`config.mk`:
```
export PLATFORM = sky130hd
export DESIGN_NAME = escaped_frame_receiver
export DESIGN_NICKNAME = d
export VERILOG_FILES = /design/src/rtl/core/efr_pkg.sv /design/src/rtl/core/efr_ram.sv /design/src/rtl/core/efr_dp.sv /design/src/rtl/core/efr_ctrl.sv /design/src/rtl/core/escaped_frame_receiver.sv
export SDC_FILE = /design/constraint.sdc
export NUM_CORES = 1
export LEC_CHECK = 0
export ABC_AREA = 1
export BUFFER_PORTS_ARGS = -buffer_cell sky130_fd_sc_hd__buf_2
export CAP_MARGIN = 20
export CORE_ASPECT_RATIO = 1.5
export CORE_UTILIZATION = 45
export DETAILED_ROUTE_END_ITERATION = 12
export HOLD_SLACK_MARGIN = 0.02
export SYNTH_ARGS = -nofsm -noshare
export SYNTH_HDL_FRONTEND = slang
export SYNTH_SLANG_ARGS = --single-unit
```
`constraint.sdc`:
```
create_clock -name clk_i -period 5.73 [get_ports clk_i]
set_input_delay 0.573 -clock clk_i [delete_from_list [all_inputs] [get_ports clk_i]]
set_output_delay 0.573 -clock clk_i [all_outputs]
set_load 0.01 [all_outputs]
```
`src/rtl/core/efr_pkg.sv`:
```
// Shared types and constants for the escaped frame receiver.
// Used by efr_ctrl, efr_dp and escaped_frame_receiver; no dependencies.
package efr_pkg;

  // Payload store geometry
  localparam int unsigned MaxPayload = 64;
  localparam int unsigned AddrW      = 6;   // index into the payload store
  localparam int unsigned CountW     = 7;   // 0..MaxPayload
  localparam int unsigned LenW       = 16;  // declared length on the wire

  // Special bytes of the framing
  localparam logic [7:0] DelimByte = 8'h7E;
  localparam logic [7:0] EscByte   = 8'h7D;
  localparam logic [7:0] XonByte   = 8'h11;
  localparam logic [7:0] XoffByte  = 8'h13;
  localparam logic [7:0] EscMask   = 8'h20;
  localparam logic [7:0] CsumGood  = 8'hFF;

  // Controller phases
  typedef enum logic [3:0] {
    ST_IDLE,
    ST_DELIM,
    ST_MSB,
    ST_MSB_ESC,
    ST_LSB,
    ST_LSB_ESC,
    ST_DATA,
    ST_DATA_ESC,
    ST_CRC_ESC,
    ST_RD,
    ST_OUT
  } efr_state_e;

  // Controller -> datapath commands
  typedef struct packed {
    logic unesc;       // apply escape XOR to the received byte
    logic clr_frame;   // clear byte count and running sum
    logic ld_msb;      // load length MSB, clear LSB
    logic ld_lsb;      // load length LSB
    logic store;       // write payload byte, bump count and sum
    logic drain_start; // reset the read index
    logic rd_en;       // read payload store at the read index
    logic idx_inc;     // advance the read index
  } efr_cmd_t;

  // Datapath -> controller status
  typedef struct packed {
    logic is_flow;     // XON / XOFF byte
    logic is_delim;    // frame delimiter
    logic is_esc;      // escape byte
    logic len_over;    // declared length exceeds the store
    logic len_zero;    // declared length is zero
    logic count_eq;    // all declared payload bytes stored
    logic csum_ok;     // checksum of current byte matches
    logic last_idx;    // read index is on the final result
  } efr_sts_t;

endpackage

```
`src/rtl/core/efr_ram.sv`:
```
// Generic single-write, single-read RAM with registered read data.
// No dependencies.
module efr_ram #(
  parameter int unsigned Width = 8,
  parameter int unsigned Depth = 64
) (
  input  logic                     clk_i,
  input  logic                     wr_en_i,
  input  logic [$clog2(Depth)-1:0] wr_addr_i,
  input  logic [Width-1:0]         wr_data_i,
  input  logic                     rd_en_i,
  input  logic [$clog2(Depth)-1:0] rd_addr_i,
  output logic [Width-1:0]         rd_data_o
);

  logic [Width-1:0] mem_q [Depth];
  logic [Width-1:0] rd_data_q;

  // Write port
  always_ff @(posedge clk_i) begin
    if (wr_en_i) begin
      mem_q[wr_addr_i] <= wr_data_i;
    end
  end

  // Registered read port; data holds while no read is issued
  always_ff @(posedge clk_i) begin
    if (rd_en_i) begin
      rd_data_q <= mem_q[rd_addr_i];
    end
  end

  assign rd_data_o = rd_data_q;

endmodule

```
`src/rtl/core/efr_dp.sv`:
```
// Datapath of the escaped frame receiver: byte decode, length, count,
// checksum, payload store and read index. Depends on efr_pkg and efr_ram.
module efr_dp import efr_pkg::*; (
  input  logic              clk_i,
  input  logic              rst_ni,
  input  logic [7:0]        rx_byte_i,
  input  efr_cmd_t          cmd_i,
  output efr_sts_t          sts_o,
  output logic [7:0]        payload_byte_o,
  output logic [AddrW-1:0]  byte_index_o,
  output logic [CountW-1:0] frame_length_o
);

  logic [LenW-1:0]   decl_len_q, decl_len_d;
  logic [CountW-1:0] count_q, count_d;
  logic [7:0]        sum_q, sum_d;
  logic [AddrW-1:0]  idx_q, idx_d;
  logic [7:0]        byte_val;
  logic              wr_en;
  logic [7:0]        rd_data;
  logic [CountW-1:0] idx_next;

  // Unescaped byte value
  assign byte_val = cmd_i.unesc ? (rx_byte_i ^ EscMask) : rx_byte_i;

  // Store only while room is left
  assign wr_en = cmd_i.store && (count_q < CountW'(MaxPayload));

  always_comb begin
    decl_len_d = decl_len_q;
    count_d    = count_q;
    sum_d      = sum_q;
    idx_d      = idx_q;
    if (cmd_i.ld_msb) begin
      decl_len_d = {byte_val, 8'h00};
    end
    if (cmd_i.ld_lsb) begin
      decl_len_d = {decl_len_q[LenW-1:8], byte_val};
    end
    if (cmd_i.clr_frame) begin
      count_d = '0;
      sum_d   = '0;
    end
    if (wr_en) begin
      count_d = count_q + CountW'(1);
      sum_d   = sum_q + byte_val;
    end
    if (cmd_i.drain_start) begin
      idx_d = '0;
    end else if (cmd_i.idx_inc) begin
      idx_d = idx_q + AddrW'(1);
    end
  end

  always_ff @(posedge clk_i or negedge rst_ni) begin
    if (!rst_ni) begin
      decl_len_q <= '0;
      count_q    <= '0;
      sum_q      <= '0;
      idx_q      <= '0;
    end else begin
      decl_len_q <= decl_len_d;
      count_q    <= count_d;
      sum_q      <= sum_d;
      idx_q      <= idx_d;
    end
  end

  // Payload store
  efr_ram #(
    .Width (8),
    .Depth (MaxPayload)
  ) u_ram (
    .clk_i     (clk_i),
    .wr_en_i   (wr_en),
    .wr_addr_i (count_q[AddrW-1:0]),
    .wr_data_i (byte_val),
    .rd_en_i   (cmd_i.rd_en),
    .rd_addr_i (idx_q),
    .rd_data_o (rd_data)
  );

  // Status toward the controller
  assign idx_next = {1'b0, idx_q} + CountW'(1);

  always_comb begin
    sts_o.is_flow  = (rx_byte_i == XonByte) || (rx_byte_i == XoffByte);
    sts_o.is_delim = (rx_byte_i == DelimByte);
    sts_o.is_esc   = (rx_byte_i == EscByte);
    sts_o.len_over = decl_len_q > LenW'(MaxPayload);
    sts_o.len_zero = (decl_len_q == '0);
    sts_o.count_eq = ({{(LenW-CountW){1'b0}}, count_q} == decl_len_q);
    sts_o.csum_ok  = ((sum_q + byte_val) == CsumGood);
    sts_o.last_idx = (count_q == '0) || (idx_next == count_q);
  end

  // Result fields; an empty frame shows a zero byte
  assign payload_byte_o = (count_q == '0) ? 8'h00 : rd_data;
  assign byte_index_o   = idx_q;
  assign frame_length_o = count_q;

endmodule

```
`src/rtl/core/efr_ctrl.sv`:
```
// Controller of the escaped frame receiver: frame parsing phases and
// payload drain sequence. Depends on efr_pkg.
module efr_ctrl import efr_pkg::*; (
  input  logic     clk_i,
  input  logic     rst_ni,
  input  logic     rx_valid_i,
  output logic     rx_ready_o,
  output logic     out_valid_o,
  input  logic     out_ready_i,
  input  efr_sts_t sts_i,
  output efr_cmd_t cmd_o,
  output logic     last_o
);

  efr_state_e state_q, state_d;
  logic       acc;

  // State register
  always_ff @(posedge clk_i or negedge rst_ni) begin
    if (!rst_ni) begin
      state_q <= ST_IDLE;
    end else begin
      state_q <= state_d;
    end
  end

  assign acc = rx_valid_i && rx_ready_o;

  // Next state and commands
  always_comb begin
    state_d     = state_q;
    cmd_o       = '0;
    rx_ready_o  = 1'b0;
    out_valid_o = 1'b0;
    last_o      = sts_i.last_idx;
    cmd_o.unesc = (state_q == ST_MSB_ESC) || (state_q == ST_LSB_ESC) ||
                  (state_q == ST_DATA_ESC) || (state_q == ST_CRC_ESC);

    unique case (state_q)
      ST_IDLE: begin
        rx_ready_o = 1'b1;
        if (acc && sts_i.is_delim) begin
          state_d = ST_DELIM;
        end
      end
      ST_RD: begin
        cmd_o.rd_en = 1'b1;
        state_d     = ST_OUT;
      end
      ST_OUT: begin
        out_valid_o = 1'b1;
        if (out_ready_i) begin
          if (sts_i.last_idx) begin
            state_d = ST_IDLE;
          end else begin
            cmd_o.idx_inc = 1'b1;
            state_d       = ST_RD;
          end
        end
      end
      default: begin
        // Frame phases: flow bytes abort, delimiter restarts
        rx_ready_o = 1'b1;
        if (acc) begin
          if (sts_i.is_flow) begin
            state_d = ST_IDLE;
          end else if (sts_i.is_delim) begin
            state_d = ST_DELIM;
          end else begin
            unique case (state_q)
              ST_DELIM: begin
                cmd_o.clr_frame = 1'b1;
                if (sts_i.is_esc) begin
                  state_d = ST_MSB_ESC;
                end else begin
                  cmd_o.ld_msb = 1'b1;
                  state_d      = ST_MSB;
                end
              end
              ST_MSB_ESC: begin
                if (sts_i.is_esc) begin
                  state_d = ST_IDLE;
                end else begin
                  cmd_o.ld_msb = 1'b1;
                  state_d      = ST_MSB;
                end
              end
              ST_MSB: begin
                if (sts_i.is_esc) begin
                  state_d = ST_LSB_ESC;
                end else begin
                  cmd_o.ld_lsb = 1'b1;
                  state_d      = ST_LSB;
                end
              end
              ST_LSB_ESC: begin
                if (sts_i.is_esc) begin
                  state_d = ST_IDLE;
                end else begin
                  cmd_o.ld_lsb = 1'b1;
                  state_d      = ST_LSB;
                end
              end
              ST_LSB: begin
                if (sts_i.len_over) begin
                  state_d = ST_IDLE;
                end else if (sts_i.len_zero) begin
                  // Empty frame: this byte is the checksum
                  if (sts_i.is_esc) begin
                    state_d = ST_CRC_ESC;
                  end else begin
                    cmd_o.drain_start = sts_i.csum_ok;
                    state_d           = sts_i.csum_ok ? ST_RD : ST_IDLE;
                  end
                end else if (sts_i.is_esc) begin
                  state_d = ST_DATA_ESC;
                end else begin
                  cmd_o.store = 1'b1;
                  state_d     = ST_DATA;
                end
              end
              ST_DATA_ESC: begin
                if (sts_i.is_esc) begin
                  state_d = ST_IDLE;
                end else begin
                  cmd_o.store = 1'b1;
                  state_d     = ST_DATA;
                end
              end
              ST_DATA: begin
                if (sts_i.is_esc) begin
                  state_d = sts_i.count_eq ? ST_CRC_ESC : ST_DATA_ESC;
                end else if (!sts_i.count_eq) begin
                  cmd_o.store = 1'b1;
                end else begin
                  cmd_o.drain_start = sts_i.csum_ok;
                  state_d           = sts_i.csum_ok ? ST_RD : ST_IDLE;
                end
              end
              ST_CRC_ESC: begin
                if (sts_i.is_esc) begin
                  state_d = ST_IDLE;
                end else begin
                  cmd_o.drain_start = sts_i.csum_ok;
                  state_d           = sts_i.csum_ok ? ST_RD : ST_IDLE;
                end
              end
              default: begin
                state_d = ST_IDLE;
              end
            endcase
          end
        end
      end
    endcase
  end

endmodule

```
`src/rtl/core/escaped_frame_receiver.sv`:
```
// Top level of the escaped frame receiver.
// Depends on efr_pkg, efr_ctrl, efr_dp (which holds efr_ram).
//
// Usage:
//   Raw serial bytes enter on the rx channel (rx_valid_i / rx_ready_o,
//   rx_byte_i), one request per byte. Frames are 0x7E, a 16-bit length,
//   the escaped payload and a checksum. While a frame is being parsed the
//   block takes one byte per cycle.
//   When the checksum byte matches, the stored payload leaves on the out
//   channel (out_valid_o / out_ready_i) one result per byte, with last_o on
//   the final one; an empty frame gives a single zero result with last_o.
//   Each result is read from the payload store (ST_RD) and then presented
//   (ST_OUT); the next read starts only after the one before is taken.
//   rx_ready_o is low during the drain, so a stalled receiver holds off
//   new input until the last result is taken. A bad frame emits nothing.
//   Reset returns the parser to idle and clears length, count and sum;
//   the payload store is not cleared and needs no setup.
module escaped_frame_receiver import efr_pkg::*; (
  input  logic              clk_i,
  input  logic              rst_ni,
  input  logic              rx_valid_i,
  output logic              rx_ready_o,
  input  logic [7:0]        rx_byte_i,
  output logic              out_valid_o,
  input  logic              out_ready_i,
  output logic [7:0]        payload_byte_o,
  output logic [AddrW-1:0]  byte_index_o,
  output logic [CountW-1:0] frame_length_o,
  output logic              last_o
);

  efr_cmd_t cmd;
  efr_sts_t sts;

  // Frame parser and drain sequencer
  efr_ctrl u_ctrl (
    .clk_i       (clk_i),
    .rst_ni      (rst_ni),
    .rx_valid_i  (rx_valid_i),
    .rx_ready_o  (rx_ready_o),
    .out_valid_o (out_valid_o),
    .out_ready_i (out_ready_i),
    .sts_i       (sts),
    .cmd_o       (cmd),
    .last_o      (last_o)
  );

  // Length, checksum and payload store
  efr_dp u_dp (
    .clk_i          (clk_i),
    .rst_ni         (rst_ni),
    .rx_byte_i      (rx_byte_i),
    .cmd_i          (cmd),
    .sts_o          (sts),
    .payload_byte_o (payload_byte_o),
    .byte_index_o   (byte_index_o),
    .frame_length_o (frame_length_o)
  );

`ifndef ASSERT_OFF
  // Input is never taken while a result is on offer
  assert property (@(posedge clk_i) disable iff (!rst_ni)
    !(rx_ready_o && out_valid_o))
    else $error("rx_ready and out_valid both high");

  // The final result sits on the last stored byte, or marks an empty frame
  assert property (@(posedge clk_i) disable iff (!rst_ni)
    (out_valid_o && last_o) |->
      ((frame_length_o == '0) ||
       ({1'b0, byte_index_o} + CountW'(1) == frame_length_o)))
    else $error("last result not on final byte");

  // A verified frame never reports more bytes than the store holds
  assert property (@(posedge clk_i) disable iff (!rst_ni)
    out_valid_o |-> (frame_length_o <= CountW'(MaxPayload)))
    else $error("frame length beyond store size");

  // A result taken without last is followed by a read cycle
  assert property (@(posedge clk_i) disable iff (!rst_ni)
    (out_valid_o && out_ready_i && !last_o) |=> (!out_valid_o && !rx_ready_o))
    else $error("drain sequence broken");
`endif

endmodule

```
### After elaboration in Yosys (flattened, before gate mapping)

Memories as Yosys holds them, arrays and structs flattened. A register that Yosys moved wholly into a read port is not among the register bits.
Index checks and enable logic that the tools add are counted.

* equal/unequal tests: 20
* muxes and demuxes: 57
* reductions and logical operators: 21
* magnitude comparators: 2
* bitwise operators: 2
* add/subtract/negate cells: 4

Operators with widths (count)
* 4-bit two-way mux: 14
* 8-bit two-way mux: 5
* 4-bit one-hot mux with 8 select lines: 1
* 1-bit two-way mux: 20
* 5-bit two-way mux: 4
* 6-bit two-way mux: 3
* 4-bit by 3-bit equality test with 1-bit output (second input constant): 4
* 7-bit by 16-bit equality test with 1-bit output: 1
* 8-bit by 5-bit equality test with 1-bit output (second input constant): 2
* 8-bit by 7-bit equality test with 1-bit output (second input constant): 2
* 16-bit by 7-bit greater-than comparator with 1-bit output (second input constant): 1
* 16-bit zero test: 1
* 7-bit two-way mux: 2
* 4-bit equality test (second input constant): 3
* 4-bit one-hot mux with 3 select lines: 1
* 8-bit adder: 1
* 4-bit by 2-bit equality test with 1-bit output (second input constant): 2
* 8-bit equality test (second input constant): 1
* 8-bit by 3-bit inequality test with 1-bit output (second input constant): 1
* 6-bit by 1-bit adder with 7-bit output (second input constant): 1
* 7-bit by 1-bit adder with 7-bit output (second input constant): 1
* 7-bit equality test: 1
* 7-bit zero test: 1
* 7-bit < comparator (second input constant): 1
* 17 further kinds: 32

* input bits: 12
* output and inout port bits: 24
* memories kept: 1
* memory bits (writable): 512
* register bits: 41

Memories
* u_dp.u_ram.mem_q: words 64, bits a word 8, rd ports 1, clocked after Yosys merged registers in 1, write ports 1, line efr_ram.sv:16 `logic [Width-1:0] mem_q [Depth];`

### Longest topological paths before layout

* depth after elaboration: 18
* mapped depth: 21
* mapped depth without buffers: 21

### Hierarchy

From an unflattened synthesis, not the netlist that was laid out.

* cells, all modules: 2261
* area, all modules: 24375.9 µm²

Modules (own cells, without submodules)
* efr_ram: cells each 1822, times used 1, area an instance 21371.7 µm²
* efr_dp: cells each 322, times used 1, area an instance 2332.2 µm²
* efr_ctrl: cells each 117, times used 1, area an instance 671.9 µm²

### Least setup slack after synthesis

Ideal clock, no wire load.

* path type: reg-to-reg
* from: reg u_ctrl.state_q[3]
* to: reg u_dp.idx_q[0], in the netlist u_dp.byte_index_o[0]
* slack: 2.627 ns
* data required time: 5.613 ns
* stages on the path, launching flop included: 18
* period minus slack after synthesis: 3.103 ns
* data arrival time: 2.985 ns
* cell sequence: dfrtp_1 -> inv_1 -> nor2_1 -> nand2_1 -> nand2_1 -> xor2_1 -> inv_1 -> ha_1 -> nand2_1 -> inv_1 -> a21oi_1 -> nand3_1 -> nand2_1 -> nand2_1 -> nor2_1 -> nand4_1 -> o21ai_1 -> nor2_1

* longest elaborated chain between the ends: 16
* elaborated cells between the ends (all ways): 32

RTL lines
* start, declared: line efr_ctrl.sv:15 `efr_state_e state_q, state_d;`
* start signal, assigned: line efr_ctrl.sv:23 `state_q <= state_d;`
* 4-bit by 2-bit equality test with 1-bit output or 4-bit by 3-bit equality test with 1-bit output (tied branches): line efr_ctrl.sv:36 `cmd_o.unesc = (state_q == ST_MSB_ESC) || (state_q == ST_LSB_ESC) ||`
* 1-bit logical OR (2 in series): line efr_ctrl.sv:36
* 1-bit logical OR *: line efr_ctrl.sv:37 `(state_q == ST_DATA_ESC) || (state_q == ST_CRC_ESC);`
* 6-bit two-way mux *: line efr_dp.sv:24 `assign byte_val = cmd_i.unesc ? (rx_byte_i ^ EscMask) : rx_byte_i;`
* named net u_dp.byte_val[5]: line efr_dp.sv:18 `logic [7:0] byte_val;`
* 8-bit adder *: line efr_dp.sv:93 `sts_o.csum_ok = ((sum_q + byte_val) == CsumGood);`
* 8-bit equality test *: line efr_dp.sv:93
* 1-bit two-way mux: line efr_ctrl.sv:109, efr_ctrl.sv:141
* 1-bit two-way mux: line efr_ctrl.sv:107 `end else if (sts_i.len_zero) begin`
* 2-bit two-way mux: line efr_ctrl.sv:105 `if (sts_i.len_over) begin`
* 1-bit one-hot mux with 3 select lines *: line efr_ctrl.sv:70 `unique case (state_q)`
* 5-bit two-way mux *: line efr_ctrl.sv:67 `end else if (sts_i.is_delim) begin`
* 5-bit two-way mux *: line efr_ctrl.sv:65 `if (sts_i.is_flow) begin`
* 5-bit two-way mux *: line efr_ctrl.sv:64 `if (acc) begin`
* 5-bit two-way mux *: line efr_ctrl.sv:39 `unique case (state_q)`
* 6-bit two-way mux or 2-bit nonzero test (tied branches)
* end signal, assigned: line efr_dp.sv:65 `idx_q <= idx_d;`
* end, declared: line efr_dp.sv:17 `logic [AddrW-1:0] idx_q, idx_d;`

Mark *: on every way through the listed nets, which the timed path passes. The rest lies on a longest branch.
A chain may end at the register's enable or synchronous reset.

### Worst setup path after layout

* from: reg u_dp.idx_q[1], in the netlist u_dp.byte_index_o[1]
* to: out last_o

* longest elaborated chain between the ends: 3

RTL lines
* 6-bit by 1-bit adder with 7-bit output: line efr_dp.sv:84 `assign idx_next = {1'b0, idx_q} + CountW'(1);`
* 7-bit equality test: line efr_dp.sv:94 `sts_o.last_idx = (count_q == '0) || (idx_next == count_q);`
* 1-bit logical OR: line efr_dp.sv:94
* end, declared: line escaped_frame_receiver.sv:29 `output logic last_o`

Every way passes these cells.

==> metrics.txt <==
Worst Setup Start Kind register; DRT Wirelength 68.49 mm; DR DRC count 0; PostCTS Resize Cnt 0; crit end category primary output; cell count after synthesis 2020; top post-synthesis cells by area edfxtp_1, o21ai_0, nor2_1, dfrtp_1, o22ai_1; fmax 0.2532 GHz; Syn Area/Cell between 10 and 15 sq um; met3 WL post-DR 4.041 mm; area grow syn2layout 9.650%; via count 16320; worst-skew pair later-pin latency roughly 0.6 ns; Max Used Layer met4; NetSw around 4.7 mW; cts hold-fix bufs 0; initial core utilization 0.4563; Num CTS Buffers 51; P per Cell Area 475.3 nW/um^2; setup bufs post-CTS 0; Rows just over 100; clk_skew 0.01823 ns; fillers 4589; met2 WL 35.56 mm; Comb pwr share 0.332; Finished Core Util 0.5003; Die Ht 282.4 um; DRC violation total after the first TritonRoute iteration 1596; Setup-failing EPs final 0; share of post-route cells with drive strength above 1 0.08236; CTS tree built; status finished clean; initial antenna violation count 1; RD Place Congestion just under 1; antenna cells 0; worst rel slew slack 0.2779; CP Class reg -> out; Register-to-Register Path Depth 17; Least-Margin Pin Slew around 1.1 ns; vias in the first global route 16430; Flop pwr share 0.404; DR WL/cell 25.11 um; post-synthesis register bit count 561; first-pass GRT wire length 101.7 mm; Die Span X around 190 um; fin nets 2036; Post-DP Area around 24000 sq um; drt via density 5.982; clock-pin slew on the worst setup and hold paths ~0.07 ns; switching share of power 0.3821; ys flop type edfxtp_1; min-delay worst type in -> async; I/O pins 36; final setup TNS 0 ns; final cycle utilization of the critical path 0.6893; peak supply drop about 500 uV; max-cap check violation count 0; clock power share 0.264; Leak Pwr 8.758 nW; largest net degree at the start of global routing 120; placed cells roughly 2600; Int Pwr between 7 and 8 mW; Global Route Usage Sum 0.2593; clk sinks 561; Synthesized Nets about 2000; max-slew violations 0; sequential element share of the synthesized area 0.7056; die area about 53000 sq um; post-synth top area share 0.6621; CTS root buf clkbuf_16; Clock Tree Buf Depth 3; Pre-antenna DRT Iters 6; Synth area leader edfxtp_1; Worst Path Required 5.16 ns; post-route cell area 25860 sq um; Post-Syn Area 23590 sq um; IO Port Bufs 35; Post-synth EDFFs 520; asr flop ratio synth 0.07308; final hold vios 0; Total Power 12.29 mW; Worst Path Max Fanout 71; crit path time final 3.950 ns; Netlist cell types 40; GRT Residual Overflow 0; core area 51690 sq um; H-tree depth 2; synth warn 0; M1 WL 24.98 mm; RSZ-0062 raised after global routing no; number of routed nets with antenna violations 0; Worst Path Arrival 3.38 ns; post-route insts no fill 2728; HPWL after detailed placement 43.13 mm
==> layout make-up <==
cell class	count	area, sq um	area share
clock inverters	28	205.2	0.007935
repair buffers	59	367.9	0.01422
inverters	90	346.6	0.01340
well taps	676	845.8	0.03271
flip-flops and latches	561	16650	0.6438
clock buffers	64	1346	0.05206
multi-input cells	1250	6100	0.2359
==> layer usage <==
metal,GRT usage,vias up
li1,-,7293
met1,0.3035,8134
met2,0.4648,700
met3,0.02667,191
met4,0.1460,0
met5,0,-
==> flip-flops by register name (all words and copies together) (netlist names) <==
register / flops
u_dp.byte_index_o: 6
u_dp.u_ram.rd_data_o: 8
u_dp.sum_q: 8
u_dp.u_ram.mem_q: 512
u_ctrl.state_q: 4
u_dp.frame_length_o: 7
u_dp.decl_len_q: 16
==> path summary, 6_finish.rpt <==
kind                                             startpoint                               end  slack, ns
hold / removal                                       rst_ni    u_dp.decl_len_q[9]$_DFFE_PN0P_       0.14
hold reg to reg             u_dp.decl_len_q[14]$_DFFE_PN0P_   u_dp.decl_len_q[14]$_DFFE_PN0P_       0.50
min in group clk_i                             rx_byte_i[7]    u_dp.decl_len_q[7]$_DFFE_PN0P_       0.32
max in group asynchronous                            rst_ni  u_dp.byte_index_o[0]$_DFFE_PN0P_       4.85
setup / recovery           u_dp.byte_index_o[1]$_DFFE_PN0P_                            last_o       1.78
setup reg to reg              u_ctrl.state_q[0]$_DFFE_PN0P_  u_dp.byte_index_o[0]$_DFFE_PN0P_       1.78
==> placed cells by master (no fill, tap or decap), drive strengths merged <==
cell	count
clkinvlp	3
fa	1
a31oi	3
xor2	7
inv	88
o22ai	146
o21ai	345
o21bai	3
o221ai	15
nor2	446
nor4	2
nand4	16
clkinv	25
buf	59
nor3	6
o311ai	1
edfxtp	520
or2	8
nand2	152
dfrtp	41
clkbuf	64
xnor2	2
a21oi	14
nand3	54
o211ai	19
ha	10
bufinv	2
==> cells by family after synthesis <==
kind of cell               count (synthesis)  synth area share
buffers and inverters                    209           0.03581
DFF                                      561            0.7056
AOI/OAI and AO/OA                        546            0.1286
and+or+nand+nor                          684            0.1205
adders and majority gates                 11          0.006154
xor gates and xnor gates                   9          0.003342
==> through the flow <==
step	worst slack, ns	hold WS (ns)
finish	1.780	0.1357
global route	1.534	0.2078
CTS	1.751	0.1597
detailed placement	1.812	0.4776
global placement	1.867	0.4748
floorplan	2.627	0.2774
==> cell usage after synthesis (3+ instances only) <==
master / n
edfxtp_1: 520
nor2_1: 442
o21ai_0: 335
nand2_1: 146
o22ai_1: 146
clkbuf_1: 82
inv_1: 79
nand3_1: 49
dfrtp_1: 41
buf_2: 25
o211ai_1: 19
nand4_1: 15
o221ai_1: 15
a21oi_1: 14
ha_1: 10
o21ai_1: 10
or2_2: 8
buf_4: 7
inv_2: 7
xor2_1: 7
buf_1: 5
nor3_1: 5
nand2_2: 4
a31oi_1: 3
clkinv_1: 3
nand3_4: 3
o21bai_1: 3
==> power by group through the flow <==
stage / Clock, mW / Combinational [mW] / Sequential [mW]
after floorplan: 0 / 2.64 / 4.88
after global placement: 0 / 4.01 / 5.05
after detailed placement: 0 / 4.03 / 5.05
after CTS: 3.28 / 4.05 / 4.96
after global routing: 3.41 / 4.42 / 4.99
final: 3.24 / 4.08 / 4.97
==> worst max-delay path: stages, from the launching register on <==
cell and delay [ns]:
dfrtp_4 0.83, buf_4 0.67, ha_1 0.34, nand4_1 0.16, nand2_1 0.12, xor2_1 0.15, nand4_1 0.10, nor2_1 0.09
nand2_1 0.11, nand2_1 0.07, buf_2 0.13
Note: power is estimated with default switching activity, not from simulation.
